<file path="src/rtl/core/vnt_pkg.sv">
// Shared types and constants for the value noise turbulence block.
// Holds the permutation ROM, register indexes, sequencer states and the table write port.
// No dependencies.
package vnt_pkg;

  localparam logic [31:0] LCG_MULT = 32'h015a4e35;
  localparam int unsigned CFG_IDX_W = 2;
  localparam int unsigned CFG_DATA_W = 32;

  typedef enum logic [CFG_IDX_W-1:0] {
    REG_OCTAVES   = 2'd0,
    REG_FOUR_DIMS = 2'd1,
    REG_SEED      = 2'd2
  } cfg_reg_t;

  typedef enum logic [3:0] {
    ST_IDLE,
    ST_SM_SQ,
    ST_SM_POLY,
    ST_HASH_Z,
    ST_HASH_Y,
    ST_READ,
    ST_DATA,
    ST_REDUCE,
    ST_LERP_MUL,
    ST_LERP_ADD,
    ST_ACCUM,
    ST_DIV_INIT,
    ST_DIV,
    ST_DONE
  } core_state_t;

  typedef struct packed {
    logic       en;
    logic [7:0] addr;
    logic [7:0] data;
  } ram_wr_t;

  localparam logic [7:0] PERM_ROM [256] = '{
    8'd225,8'd155,8'd210,8'd108,8'd175,8'd199,8'd221,8'd144,
    8'd203,8'd116,8'd70,8'd213,8'd69,8'd158,8'd33,8'd252,
    8'd5,8'd82,8'd173,8'd133,8'd222,8'd139,8'd174,8'd27,
    8'd9,8'd71,8'd90,8'd246,8'd75,8'd130,8'd91,8'd191,
    8'd169,8'd138,8'd2,8'd151,8'd194,8'd235,8'd81,8'd7,
    8'd25,8'd113,8'd228,8'd159,8'd205,8'd253,8'd134,8'd142,
    8'd248,8'd65,8'd224,8'd217,8'd22,8'd121,8'd229,8'd63,
    8'd89,8'd103,8'd96,8'd104,8'd156,8'd17,8'd201,8'd129,
    8'd36,8'd8,8'd165,8'd110,8'd237,8'd117,8'd231,8'd56,
    8'd132,8'd211,8'd152,8'd20,8'd181,8'd111,8'd239,8'd218,
    8'd170,8'd163,8'd51,8'd172,8'd157,8'd47,8'd80,8'd212,
    8'd176,8'd250,8'd87,8'd49,8'd99,8'd242,8'd136,8'd189,
    8'd162,8'd115,8'd44,8'd43,8'd124,8'd94,8'd150,8'd16,
    8'd141,8'd247,8'd32,8'd10,8'd198,8'd223,8'd255,8'd72,
    8'd53,8'd131,8'd84,8'd57,8'd220,8'd197,8'd58,8'd50,
    8'd208,8'd11,8'd241,8'd28,8'd3,8'd192,8'd62,8'd202,
    8'd18,8'd215,8'd153,8'd24,8'd76,8'd41,8'd15,8'd179,
    8'd39,8'd46,8'd55,8'd6,8'd128,8'd167,8'd23,8'd188,
    8'd106,8'd34,8'd187,8'd140,8'd164,8'd73,8'd112,8'd182,
    8'd244,8'd195,8'd227,8'd13,8'd35,8'd77,8'd196,8'd185,
    8'd26,8'd200,8'd226,8'd119,8'd31,8'd123,8'd168,8'd125,
    8'd249,8'd68,8'd183,8'd230,8'd177,8'd135,8'd160,8'd180,
    8'd12,8'd1,8'd243,8'd148,8'd102,8'd166,8'd38,8'd238,
    8'd251,8'd37,8'd240,8'd126,8'd64,8'd74,8'd161,8'd40,
    8'd184,8'd149,8'd171,8'd178,8'd101,8'd66,8'd29,8'd59,
    8'd146,8'd61,8'd254,8'd107,8'd42,8'd86,8'd154,8'd4,
    8'd236,8'd232,8'd120,8'd21,8'd233,8'd209,8'd45,8'd98,
    8'd193,8'd114,8'd78,8'd19,8'd206,8'd14,8'd118,8'd127,
    8'd48,8'd79,8'd147,8'd85,8'd30,8'd207,8'd219,8'd54,
    8'd88,8'd234,8'd190,8'd122,8'd95,8'd67,8'd143,8'd109,
    8'd137,8'd214,8'd145,8'd93,8'd92,8'd100,8'd245,8'd0,
    8'd216,8'd186,8'd60,8'd83,8'd105,8'd97,8'd204,8'd52
  };

endpackage

</file>
<file path="src/rtl/core/vnt_ram.sv">
// Generic single-write, single-read RAM with registered read data.
// Used for the value table; no dependencies.
module vnt_ram #(
  parameter int WIDTH = 8,
  parameter int DEPTH = 256
) (
  input  logic                     clk,
  input  logic                     we,
  input  logic [$clog2(DEPTH)-1:0] waddr,
  input  logic [WIDTH-1:0]         wdata,
  input  logic [$clog2(DEPTH)-1:0] raddr,
  output logic [WIDTH-1:0]         rdata
);

  logic [WIDTH-1:0] mem [DEPTH];

  always_ff @(posedge clk) begin
    if (we) begin
      mem[waddr] <= wdata;
    end
    rdata <= mem[raddr];
  end

endmodule

</file>
<file path="src/rtl/core/vnt_fill.sv">
// Value table fill sequencer: runs the LCG 256 steps from the seed.
// Depends on vnt_pkg (ram_wr_t, LCG_MULT).
module vnt_fill import vnt_pkg::*; (
  input  logic        clk,
  input  logic        rst,
  input  logic        start,
  input  logic [31:0] seed,
  output ram_wr_t     wr,
  output logic        busy
);

  logic [31:0] gen_state;
  logic [31:0] gen_next;
  logic [7:0]  cnt;

  assign gen_next = gen_state * LCG_MULT + 32'd1;

  always_comb begin
    wr.en   = busy;
    wr.addr = cnt;
    wr.data = gen_next[23:16];
  end

  always_ff @(posedge clk) begin
    if (rst) begin
      busy      <= 1'b1;
      cnt       <= '0;
      gen_state <= '0;
    end else if (start) begin
      busy      <= 1'b1;
      cnt       <= '0;
      gen_state <= seed;
    end else if (busy) begin
      gen_state <= gen_next;
      cnt       <= cnt + 8'd1;
      if (cnt == 8'd255) begin
        busy <= 1'b0;
      end
    end
  end

endmodule

</file>
<file path="src/rtl/core/vnt_core.sv">
// Noise sequencer: smoothstep, corner hashing, lerp tree, octave sum and final divide;
// smoothstep and lerp share one multiplier. Depends on vnt_pkg.
module vnt_core import vnt_pkg::*; #(
  parameter int MAX_OCTAVES     = 16,
  parameter int COORD_FRAC_BITS = 16
) (
  input  logic        clk,
  input  logic        rst,
  input  logic        start,
  input  logic [31:0] in_x,
  input  logic [31:0] in_y,
  input  logic [31:0] in_z,
  input  logic [31:0] in_w,
  input  logic        four,
  input  logic [4:0]  n_oct,
  output logic [7:0]  rd_addr,
  input  logic [7:0]  rd_data,
  output logic        idle,
  output logic        out_valid,
  input  logic        out_stall,
  output logic [16:0] turbulence
);

  localparam int F     = COORD_FRAC_BITS;
  localparam int ACC_W = 25 + MAX_OCTAVES;
  localparam int SHR   = (F >= 16) ? F - 16 : 0;
  localparam int SHL   = (F < 16) ? 16 - F : 0;
  localparam logic [31:0] FMASK = 32'((64'd1 << F) - 64'd1);
  localparam logic [24:0] SAT_LIMIT = 25'd16711680;

  function automatic logic [15:0] frac16(input logic [31:0] c);
    logic [31:0] m;
    m = (c & FMASK) >> SHR;
    return 16'(m << SHL);
  endfunction

  core_state_t state, state_next;

  logic [31:0] cx, cy, cz, cw;
  logic        four_r;
  logic [4:0]  n_r, oct_i;
  logic [1:0]  sd;
  logic [16:0] s_r [4];
  logic [3:0]  k;
  logic [7:0]  hz, hy;
  logic [23:0] cur;
  logic [23:0] pend [4];
  logic [2:0]  lvl;
  logic        sub_r;
  logic [40:0] prod;
  logic [ACC_W-1:0] acc;
  logic [23:0] num;
  logic [16:0] quo;
  logic        div_cnt;
  logic        sat_r;

  logic [2:0]  ndim;
  logic [4:0]  n_sat;
  logic [31:0] csel;
  logic [15:0] fsel;
  logic [16:0] mul_a;
  logic [23:0] mul_b;
  logic [40:0] mul_out;
  logic [7:0]  ix, iy, iz, iw;
  logic [7:0]  hz_calc, hy_calc;
  logic [23:0] lerp_a, lerp_diff;
  logic        lerp_sub;
  logic [16:0] q_est;
  logic [24:0] div_r;
  logic [1:0]  q_fix;

  assign ndim  = four_r ? 3'd4 : 3'd3;
  assign n_sat = (n_oct > 5'(MAX_OCTAVES)) ? 5'(MAX_OCTAVES) : n_oct;
  assign ix    = cx[F+7:F];
  assign iy    = cy[F+7:F];
  assign iz    = cz[F+7:F];
  assign iw    = cw[F+7:F];
  assign idle  = (state == ST_IDLE);

  always_comb begin
    case (sd)
      2'd0:    csel = cx;
      2'd1:    csel = cy;
      2'd2:    csel = cz;
      default: csel = cw;
    endcase
  end
  assign fsel = frac16(csel);

  assign hz_calc = four_r ? (iz + 8'(k[2]) + PERM_ROM[iw + 8'(k[3])]) : (iz + 8'(k[2]));
  assign hy_calc = iy + 8'(k[1]) + PERM_ROM[hz];

  assign lerp_a    = pend[lvl[1:0]];
  assign lerp_sub  = lerp_a > cur;
  assign lerp_diff = lerp_sub ? (lerp_a - cur) : (cur - lerp_a);

  // x/255 from below by x/256 + x/65536; the remainder then stays at most 3*255
  assign q_est = 17'(num[23:8]) + 17'(num[23:16]);
  assign div_r = {1'b0, num} - ({quo, 8'd0} - 25'(quo));
  assign q_fix = (div_r >= 25'd510) ? 2'd2 : ((div_r >= 25'd255) ? 2'd1 : 2'd0);

  // next state
  always_comb begin
    state_next = state;
    unique case (state)
      ST_IDLE:     if (start) state_next = (n_sat == 5'd0) ? ST_DIV_INIT : ST_SM_SQ;
      ST_SM_SQ:    state_next = ST_SM_POLY;
      ST_SM_POLY:  state_next = ({1'b0, sd} == ndim - 3'd1) ? ST_HASH_Z : ST_SM_SQ;
      ST_HASH_Z:   state_next = ST_HASH_Y;
      ST_HASH_Y:   state_next = ST_READ;
      ST_READ:     state_next = ST_DATA;
      ST_DATA:     state_next = ST_REDUCE;
      ST_REDUCE: begin
        if (lvl == ndim) state_next = ST_ACCUM;
        else if (k[lvl[1:0]]) state_next = ST_LERP_MUL;
        else state_next = ST_HASH_Z;
      end
      ST_LERP_MUL: state_next = ST_LERP_ADD;
      ST_LERP_ADD: state_next = ST_REDUCE;
      ST_ACCUM:    state_next = (oct_i + 5'd1 == n_r) ? ST_DIV_INIT : ST_SM_SQ;
      ST_DIV_INIT: state_next = ST_DIV;
      ST_DIV:      if (div_cnt) state_next = ST_DONE;
      ST_DONE:     if (!out_valid || !out_stall) state_next = ST_IDLE;
      default:     state_next = ST_IDLE;
    endcase
  end

  // shared multiplier operands and table address
  always_comb begin
    mul_a   = {1'b0, fsel};
    mul_b   = {8'd0, fsel};
    rd_addr = ix + 8'(k[0]) + PERM_ROM[hy];
    unique case (state)
      ST_SM_POLY: begin
        mul_a = prod[32:16];
        mul_b = 24'(18'd196608 - {1'b0, fsel, 1'b0});
      end
      ST_LERP_MUL: begin
        mul_a = s_r[lvl[1:0]];
        mul_b = lerp_diff;
      end
      default: begin
        mul_a = {1'b0, fsel};
        mul_b = {8'd0, fsel};
      end
    endcase
  end
  assign mul_out = mul_a * mul_b;

  always_ff @(posedge clk) begin
    if (rst) begin
      state     <= ST_IDLE;
      out_valid <= 1'b0;
    end else begin
      state <= state_next;
      if (state == ST_DONE && (!out_valid || !out_stall)) begin
        out_valid <= 1'b1;
      end else if (out_valid && !out_stall) begin
        out_valid <= 1'b0;
      end
    end
  end

  always_ff @(posedge clk) begin
    case (state)
      ST_IDLE: begin
        cx     <= in_x;
        cy     <= in_y;
        cz     <= in_z;
        cw     <= in_w;
        four_r <= four;
        n_r    <= n_sat;
        oct_i  <= '0;
        sd     <= '0;
        acc    <= '0;
      end
      ST_SM_SQ: prod <= mul_out;
      ST_SM_POLY: begin
        s_r[sd] <= mul_out[32:16];
        sd      <= sd + 2'd1;
        k       <= '0;
      end
      ST_HASH_Z: hz <= hz_calc;
      ST_HASH_Y: hy <= hy_calc;
      ST_DATA: begin
        cur <= {rd_data, 16'd0};
        lvl <= '0;
      end
      ST_REDUCE: begin
        // park the value until its sibling arrives
        if (lvl != ndim && !k[lvl[1:0]]) begin
          pend[lvl[1:0]] <= cur;
          k              <= k + 4'd1;
        end
      end
      ST_LERP_MUL: begin
        prod  <= mul_out;
        sub_r <= lerp_sub;
      end
      ST_LERP_ADD: begin
        cur <= sub_r ? (lerp_a - prod[39:16]) : (lerp_a + prod[39:16]);
        lvl <= lvl + 3'd1;
      end
      ST_ACCUM: begin
        acc   <= acc + (ACC_W'(cur) << (5'(MAX_OCTAVES - 1) - oct_i));
        cx    <= cx << 1;
        cy    <= cy << 1;
        cz    <= cz << 1;
        cw    <= cw << 1;
        oct_i <= oct_i + 5'd1;
        sd    <= '0;
      end
      ST_DIV_INIT: begin
        sat_r   <= (acc[ACC_W-1:MAX_OCTAVES] >= SAT_LIMIT);
        num     <= acc[MAX_OCTAVES+23:MAX_OCTAVES];
        div_cnt <= 1'b0;
      end
      ST_DIV: begin
        // divide by 255: take the shift estimate, then add the remainder correction
        if (!div_cnt) begin
          quo <= q_est;
        end else begin
          quo <= quo + 17'(q_fix);
        end
        div_cnt <= 1'b1;
      end
      ST_DONE: begin
        if (!out_valid || !out_stall) begin
          turbulence <= sat_r ? 17'd65536 : quo;
        end
      end
      default: ;
    endcase
  end

endmodule

</file>
<file path="src/rtl/core/value_noise_turbulence.sv">
// Value noise turbulence. One point at a time; in_stall is high while a point is in work.
// Processing time grows with the octave count (saturated to MAX_OCTAVES) and is longer in 4D;
// it is set by the single shared multiplier and one table read port.
// The next point is taken once the current result is in the output register.
// Reset (synchronous, active high) restores defaults and refills the value table from seed 0;
// every seed write refills it the same way. No point is taken meanwhile.
module value_noise_turbulence import vnt_pkg::*; #(
  parameter int MAX_OCTAVES     = 16,
  parameter int COORD_FRAC_BITS = 16
) (
  input  logic                  clk,
  input  logic                  rst,
  input  logic                  cfg_write,
  input  logic [CFG_IDX_W-1:0]  cfg_index,
  input  logic [CFG_DATA_W-1:0] cfg_data,
  input  logic                  in_valid,
  output logic                  in_stall,
  input  logic signed [31:0]    coord_x,
  input  logic signed [31:0]    coord_y,
  input  logic signed [31:0]    coord_z,
  input  logic signed [31:0]    coord_w,
  output logic                  out_valid,
  input  logic                  out_stall,
  output logic [16:0]           turbulence
);

  logic [4:0] octave_count;
  logic       use_four_dims;
  logic       seed_write;
  ram_wr_t    tbl_wr;
  logic       fill_busy;
  logic [7:0] rd_addr, rd_data;
  logic       core_idle;
  logic       start;

  always_comb begin
    seed_write = 1'b0;
    unique case (cfg_index)
      REG_SEED: seed_write = cfg_write;
      default:  seed_write = 1'b0;
    endcase
  end

  always_ff @(posedge clk) begin
    if (rst) begin
      octave_count  <= 5'd4;
      use_four_dims <= 1'b1;
    end else if (cfg_write) begin
      unique case (cfg_index)
        REG_OCTAVES:   octave_count  <= cfg_data[4:0];
        REG_FOUR_DIMS: use_four_dims <= cfg_data[0];
        default:       ;
      endcase
    end
  end

  assign in_stall = !core_idle || fill_busy;
  assign start    = in_valid && !in_stall;

  vnt_fill u_fill (
    .clk   (clk),
    .rst   (rst),
    .start (seed_write),
    .seed  (cfg_data),
    .wr    (tbl_wr),
    .busy  (fill_busy)
  );

  vnt_ram #(.WIDTH(8), .DEPTH(256)) u_table (
    .clk   (clk),
    .we    (tbl_wr.en),
    .waddr (tbl_wr.addr),
    .wdata (tbl_wr.data),
    .raddr (rd_addr),
    .rdata (rd_data)
  );

  vnt_core #(
    .MAX_OCTAVES     (MAX_OCTAVES),
    .COORD_FRAC_BITS (COORD_FRAC_BITS)
  ) u_core (
    .clk        (clk),
    .rst        (rst),
    .start      (start),
    .in_x       (coord_x),
    .in_y       (coord_y),
    .in_z       (coord_z),
    .in_w       (coord_w),
    .four       (use_four_dims),
    .n_oct      (octave_count),
    .rd_addr    (rd_addr),
    .rd_data    (rd_data),
    .idle       (core_idle),
    .out_valid  (out_valid),
    .out_stall  (out_stall),
    .turbulence (turbulence)
  );

  a_no_take_during_fill: assert property (@(posedge clk) disable iff (rst)
    start |-> !fill_busy)
    else $error("point taken while value table fills");

  a_seed_starts_fill: assert property (@(posedge clk) disable iff (rst)
    (cfg_write && cfg_index == REG_SEED) |=> fill_busy)
    else $error("seed write did not start a table fill");

  a_result_in_range: assert property (@(posedge clk) disable iff (rst)
    out_valid |-> turbulence <= 17'd65536)
    else $error("turbulence above one");

  a_busy_after_take: assert property (@(posedge clk) disable iff (rst)
    start |=> in_stall)
    else $error("ready again right after a transfer");

endmodule

</file>
<file path="config.mk">
export PLATFORM = sky130hd
export DESIGN_NAME = value_noise_turbulence
export DESIGN_NICKNAME = d
export VERILOG_FILES = /design/src/rtl/core/vnt_pkg.sv /design/src/rtl/core/vnt_ram.sv /design/src/rtl/core/vnt_fill.sv /design/src/rtl/core/vnt_core.sv /design/src/rtl/core/value_noise_turbulence.sv
export SDC_FILE = /design/constraint.sdc
export NUM_CORES = 2
export LEC_CHECK = 0
export ABC_CLOCK_PERIOD_IN_PS = 25200
export BUFFER_PORTS_ARGS = -buffer_cell sky130_fd_sc_hd__buf_4
export CAP_MARGIN = 10
export CORE_MARGIN = 2
export CORE_UTILIZATION = 38
export CTS_CLUSTER_SIZE = 12
export DETAILED_ROUTE_END_ITERATION = 12
export SLEW_MARGIN = 20
export SYNTH_ARGS = -nofsm -noshare
export SYNTH_HDL_FRONTEND = slang
export SYNTH_SLANG_ARGS = --single-unit
</file>
<file path="constraint.sdc">
create_clock -name clk -period 25.2 [get_ports clk]
set_input_delay 5.04 -clock clk [delete_from_list [all_inputs] [get_ports clk]]
set_output_delay 5.04 -clock clk [all_outputs]
set_load 0.01 [all_outputs]
</file>
Word level (Yosys, flattened, before mapping)

Memory sizes are Yosys's and may differ from the RTL's. A register that Yosys moved wholly into a read port is not among the register bits.
Index checks and enable logic that the tools add are counted.
Widths: inputs -> output; s select.

Register bits after elaboration: 350
RAM bits: 2,212
Memory bits (read-only): 6,144
Output and inout bits: 19
Word-level logic and storage cells: 187
Memories kept: 6

Memories:

| name            | words | bits a word | read ports | clocked after memory_dff | wr ports | RTL line        | RTL |
|---|---|---|---|---|---|---|---|
| (no name shown) | 256   | 8           | 1          | 0                        | 0        | vnt_core.sv:90  | `assign hz_calc = four_r ? (iz + 8'(k[2]) + PERM_ROM[iw + 8'(k[3])]) : (iz + 8'(k[2]));` |
| (no name shown) | 256   | 8           | 1          | 0                        | 0        | vnt_core.sv:91  | `assign hy_calc = iy + 8'(k[1]) + PERM_ROM[hz];` |
| (no name shown) | 256   | 8           | 1          | 0                        | 0        | vnt_core.sv:132 | `rd_addr = ix + 8'(k[0]) + PERM_ROM[hy];` |
| u_table.mem     | 256   | 8           | 1          | 1                        | 1        | vnt_ram.sv:15   | `logic [WIDTH-1:0] mem [DEPTH];` |
| u_core.pend     | 4     | 24          | 1          | 1                        | 1        | vnt_core.sv:47  | `logic [23:0] pend [4];` |
| u_core.s_r      | 4     | 17          | 1          | 1                        | 1        | vnt_core.sv:43  | `logic [16:0] s_r [4];` |

Add/subtract/negate cells: 25
Multipliers: 2
Magnitude comparators: 9
Equality and inequality tests: 26
Shift operators: 1
Muxes and demuxes: 56
Bitwise gates (word level): 3
Reduce and logical (&&, ||, !) cells: 31

Operators with widths:

| kind                   | number |
|---|---|
| $pmux 24 s2            | 6 |
| $pmux 41 s2            | 1 |
| $sub 24x24->24         | 3 |
| $mux 32                | 2 |
| $mux 8                 | 7 |
| $pmux 4 s13            | 1 |
| $mux 24                | 2 |
| $pmux 16 s3            | 1 |
| $add 41x41->41         | 1 |
| $shl 24x5->41          | 1 |
| $mul 17x24->40         | 1 |
| $pmux 17 s2            | 1 |
| $add 32x1->32 const B  | 1 |
| $add 8x1->8            | 4 |
| $mul 32x25->32 const B | 1 |
| $mux 4                 | 8 |
| $ge 9x9->1 const B     | 3 |
| $not 8->9              | 3 |
| $ge 25x24->1 const B   | 1 |
| $ge 25x8->1 const B    | 1 |
| $ge 25x9->1 const B    | 1 |
| $sub 24x25->25         | 1 |
| $sub 25x17->25         | 1 |
| $add 24x24->24         | 1 |
| 48 further kinds       | 100 |

Longest topological paths before layout

Word-level depth: 7
Depth in mapped cells: 47
Gate-level depth less buffers: 42

Cells and area by module

A second synthesis with hierarchy kept.

Cells, all modules: 10,412
Area total of the unflattened synthesis: 137,087.7 um^2

By module, submodules not included:

| module                 | instances | cells an instance | area each (um^2) |
|---|---|---|---|
| vnt_ram                | 1         | 3,733             | 79,556.3 |
| vnt_core               | 1         | 5,952             | 50,896.3 |
| vnt_fill               | 1         | 696               | 6,336.1 |
| value_noise_turbulence | 1         | 31                | 299.0 |

Worst setup path after synthesis

No wires, ideal clock.

Path type: register to register
From: reg u_fill.gen_state[14]
To: mem u_table.mem[0][7] (data pin)
Arrival: 11.878 ns
Path slack: 11.669 ns
Stages on the path, launching flop included: 17
Buffers on the path: 0
Clock period less this slack: 13.531 ns
Cell sequence: dfxtp_1 > ha_1 > fa_1 > inv_1 > fa_1 > fa_1 > fa_1 > inv_1 > fa_1 > fa_1 > ha_1 > and3_1 > nand3_1 > nand4_1 > a31o_2 > a21oi_1 > xnor2_1

RTL lines:

| element                | RTL line       | RTL |
|---|---|---|
| start, declared        | vnt_fill.sv:12 | `logic [31:0] gen_state;` |
| start signal, assigned | vnt_fill.sv:34 | `gen_state <= gen_next;` |
| end, declared          | vnt_ram.sv:15  |  |

==> summary by stage <==
Logic synthesis
The synthesized netlist occupies a cell area of 136000 µm². For this run, the number of Yosys warnings is 0. The most frequently used flop master after synthesis is edfxtp_1. Synthesis produced a netlist whose cell count is 9900.

The post-synthesis cell type count is 91. The synthesized design contains 2494 enable-type register cells. Synthesis produced a netlist with a net count of 11000. The fraction of registers with async set/reset is 0. The share of the Yosys chip area taken by registers is 0.558. The synthesized design contains about 2500 register bits.

The synthesized area per cell is 13.7 µm².

Die
The number of primary I/O pins is 186. For this configuration, the core starts out at a cell density of 0.382. The floorplan row count is 219. In this run the vertical extent of the chip is 602 µm.

The overall die width is 602 µm. The placeable core region is 356000 µm². The total die area is roughly 360000 µm².

Worst setup path
In this design, the critical path's most frequently occurring cell is fa_1. The most critical setup path has its endpoint at u_core.prod[38]$_DFFE_PP_. At the worst endpoint, the required time is around 26 ns. The highest net fanout along the worst path is 24.

The delay of the slowest cell on the worst path is 0.81 ns. The critical path is of the flop to flop type. STA classifies the critical path endpoint as a flop.

For the worst setup path, the data arrival time is 13.74 ns. On the critical path, the stage with the largest delay is an instance of dfxtp_2. The worst register-to-register path has a setup slack of 12.07 ns. Counting cells, the worst reg-to-reg path comes to 39. The worst setup path is launched from a flop. The worst register-to-register path ends at u_core.prod[38]$_DFFE_PP_.

GRT
The sum of overflow across all layers after global routing is 0. The number of antenna violations at the first check in global routing was 7. The number of global-route vias before repair is 85100.

The first global-routing pass estimated 561000 µm of wire. Entering global routing, the biggest net connects 206 pins. In the global route stage, overall resource usage came out at 0.203.

CTS
Counting along the longest clock path gives a buffer depth of 4. The number of levels in the clock H-tree is 5. The clock tree from TritonCTS is yes. The tree built by TritonCTS fans out to approximately 2500 sinks. The clock slew seen by the registers of the worst setup and hold paths is around 0.060 ns. In this run, post-CTS hold repair placed 0 buffers. Clock tree synthesis inserted a total of 279 buffers. The clock insertion delay at the later pin of the skew report is 0.93 ns. The post-CTS resize count is 0.

The clock tree root buffer cell is clkbuf_16. The number of setup buffers added after CTS is 0.

Detailed routing
The number of design-rule violations left by the first detailed-router iteration is slightly above 9000. After detailed routing, the average wire length per cell comes to ~25 µm. In the routed layout, each cell is associated on average with a via count of 5.68. The number of design rule violations left after detail routing is 0.

The first detailed-routing pass ran for 7 iterations. Across all layers, the routed design uses 84400 vias. The number of nets still failing antenna checks after routing is 0. After detailed routing, the total wire length is 375000 µm.

Placement
The count of buffers inserted at the top-level ports is 145. The post-detailed-placement half-perimeter wirelength is roughly 250000 µm. Routability-driven placement finished with a final weighted congestion of 0.933.

Cells and area
In the layout the commonest cells are edfxtp_1, nand2_1, inv_1. The fraction of final layout cells sized beyond drive strength 1 is 0.148. For this run, the share of the core covered by cells in the final layout is 0.424. The number of nets in the finished design is 11000. The final-layout fill cell count is 32000.

Relative to the synthesized area, the layout overhead comes to 11.1%. Leaving out fill and tap cells, the most frequent cell in the layout is edfxtp_1.

Min path
The class of the worst hold path is flop to flop.

STA
The transition time at the pin with the least slew margin is about 1.2 ns. The post-route clock period utilization is 0.521. The tightest slew margin relative to the limit is 0.196. The final hold violation count is 0. The post-route minimum period is around 13 ns. Across the routed clock network, the largest skew measured is 0.0835 ns. In the final timing run, aggregate negative setup slack is 0 ns. Based on the critical path, the design can be clocked at up to 0.0761 GHz. The number of setup violations in the final report is 0. Setup repair after global routing left no endpoint under its margin. The final count of pins violating max slew is 0.

Run status
The flow ran to the end, and the final reports show no timing, DRC or antenna violations.

Job
The reported max-cap violation count is 0.
## final cells by class
| class | instances | area (µm²) | area share |
|---|---|---|---|
| diodes | 1 | 2.50 | 0.0000166 |
| repair buffers | 325 | 2580 | 0.0171 |
| inverters | 823 | 3090 | 0.0204 |
| multi-input cells | 5944 | 55100 | 0.364 |
| clock buffers | 368 | 7500 | 0.0496 |
| flip-flops and latches | 2548 | 76000 | 0.503 |
| well taps | 4751 | 5940 | 0.0393 |
| clock inverters | 106 | 955 | 0.00632 |
## synth_stat cells (122+ instances only)
cell / count / area, µm²
mux4_2: 722 / 16300
nor2_1: 740 / 2780
xnor2_1: 188 / 1650
ha_1: 479 / 5990
fa_1: 429 / 8590
edfxtp_1: 2494 / 74900
inv_1: 816 / 3060
clkbuf_1: 457 / 1720
nor3_1: 136 / 681
nand3_1: 135 / 676
nand2_1: 932 / 3500
o21ai_0: 350 / 1750
a21oi_1: 450 / 2250
and2_1: 122 / 763
## per-stage QoR
stage / instance area [µm²] / setup slack (ns) / instances / hold WS (ns)
after floorplan: 136000 / 11.67 / 9900 / 0.408
after global placement: 143000 / 12.27 / 14400 / 0.452
after detailed placement: 143000 / 12.12 / 14400 / 0.468
after CTS: 151000 / 12.08 / 14900 / 0.437
after global routing: 151000 / 11.23 / 14900 / 0.446
final: 151000 / 12.07 / 14900 / 0.445
## worst max-delay path, delay by kind of cell, from the launching register on
family,cells,cell delay [ns]
DFF,1,0.81
adders and majority gates,8,3.85
xor gates and xnor gates,2,0.47
muxes,1,0.64
buffers and inverters,6,1.25
AOI/OAI and AO/OA,15,3.27
and+or+nand+nor,7,2.48
## per-layer routing
metal  global-route usage  vias up  routed length, µm
met5                    0        -                  0
met4               0.0614        0              11800
met3               0.0278      615              25500
met2                0.338     3366             181000
met1                0.278    43500             157000
li1                     -    36900                  -
## worst min-delay path by stage
| stage | startpoint | endpoint | cells past startpoint |
|---|---|---|---|
| final | u_core.acc[31]$_SDFFCE_PN0P_ | u_core.num[15]$_DFFE_PP_ | 0 |
| after global routing | u_core.acc[31]$_SDFFCE_PN0P_ | u_core.num[15]$_DFFE_PP_ | 0 |
| after CTS | u_core.acc[31]$_SDFFCE_PN0P_ | u_core.num[15]$_DFFE_PP_ | 0 |
| after detailed placement | u_core.acc[31]$_SDFFCE_PN0P_ | u_core.num[15]$_DFFE_PP_ | 0 |
| after global placement | u_core.acc[30]$_SDFFCE_PN0P_ | u_core.num[14]$_DFFE_PP_ | 0 |
| after floorplan | use_four_dims$_SDFFE_PP1P_ | u_core.four_r$_DFFE_PP_ | 0 |
## kinds of logic after synthesis
family / after synthesis / synth area share
flops: 2548 / 0.558
mux: 847 / 0.129
buf+inv: 1408 / 0.0392
compound gates: 1512 / 0.0710
simple gates: 2403 / 0.0779
fa+ha+maj: 908 / 0.107
xor+xnor: 274 / 0.0176
## registers in the layout (all words and copies together), names as in the netlist, 17 cells and up, named ones only
| signal | cells |
|---|---|
| u_table.mem | 2048 |
| u_core.pend | 96 |
| u_core.s_r | 68 |
| u_core.acc | 41 |
| u_core.cur | 24 |
| u_core.cw | 24 |
| u_core.cx | 24 |
| u_core.cy | 24 |
| u_core.cz | 24 |
| u_core.num | 24 |
| u_core.prod | 24 |
| u_fill.gen_state | 24 |
| u_core.quo | 17 |
| u_core.turbulence | 17 |
Power is left out: the tool's default activity adds up to more than one toggle a clock period on the data nets, which glitch-free logic cannot reach.
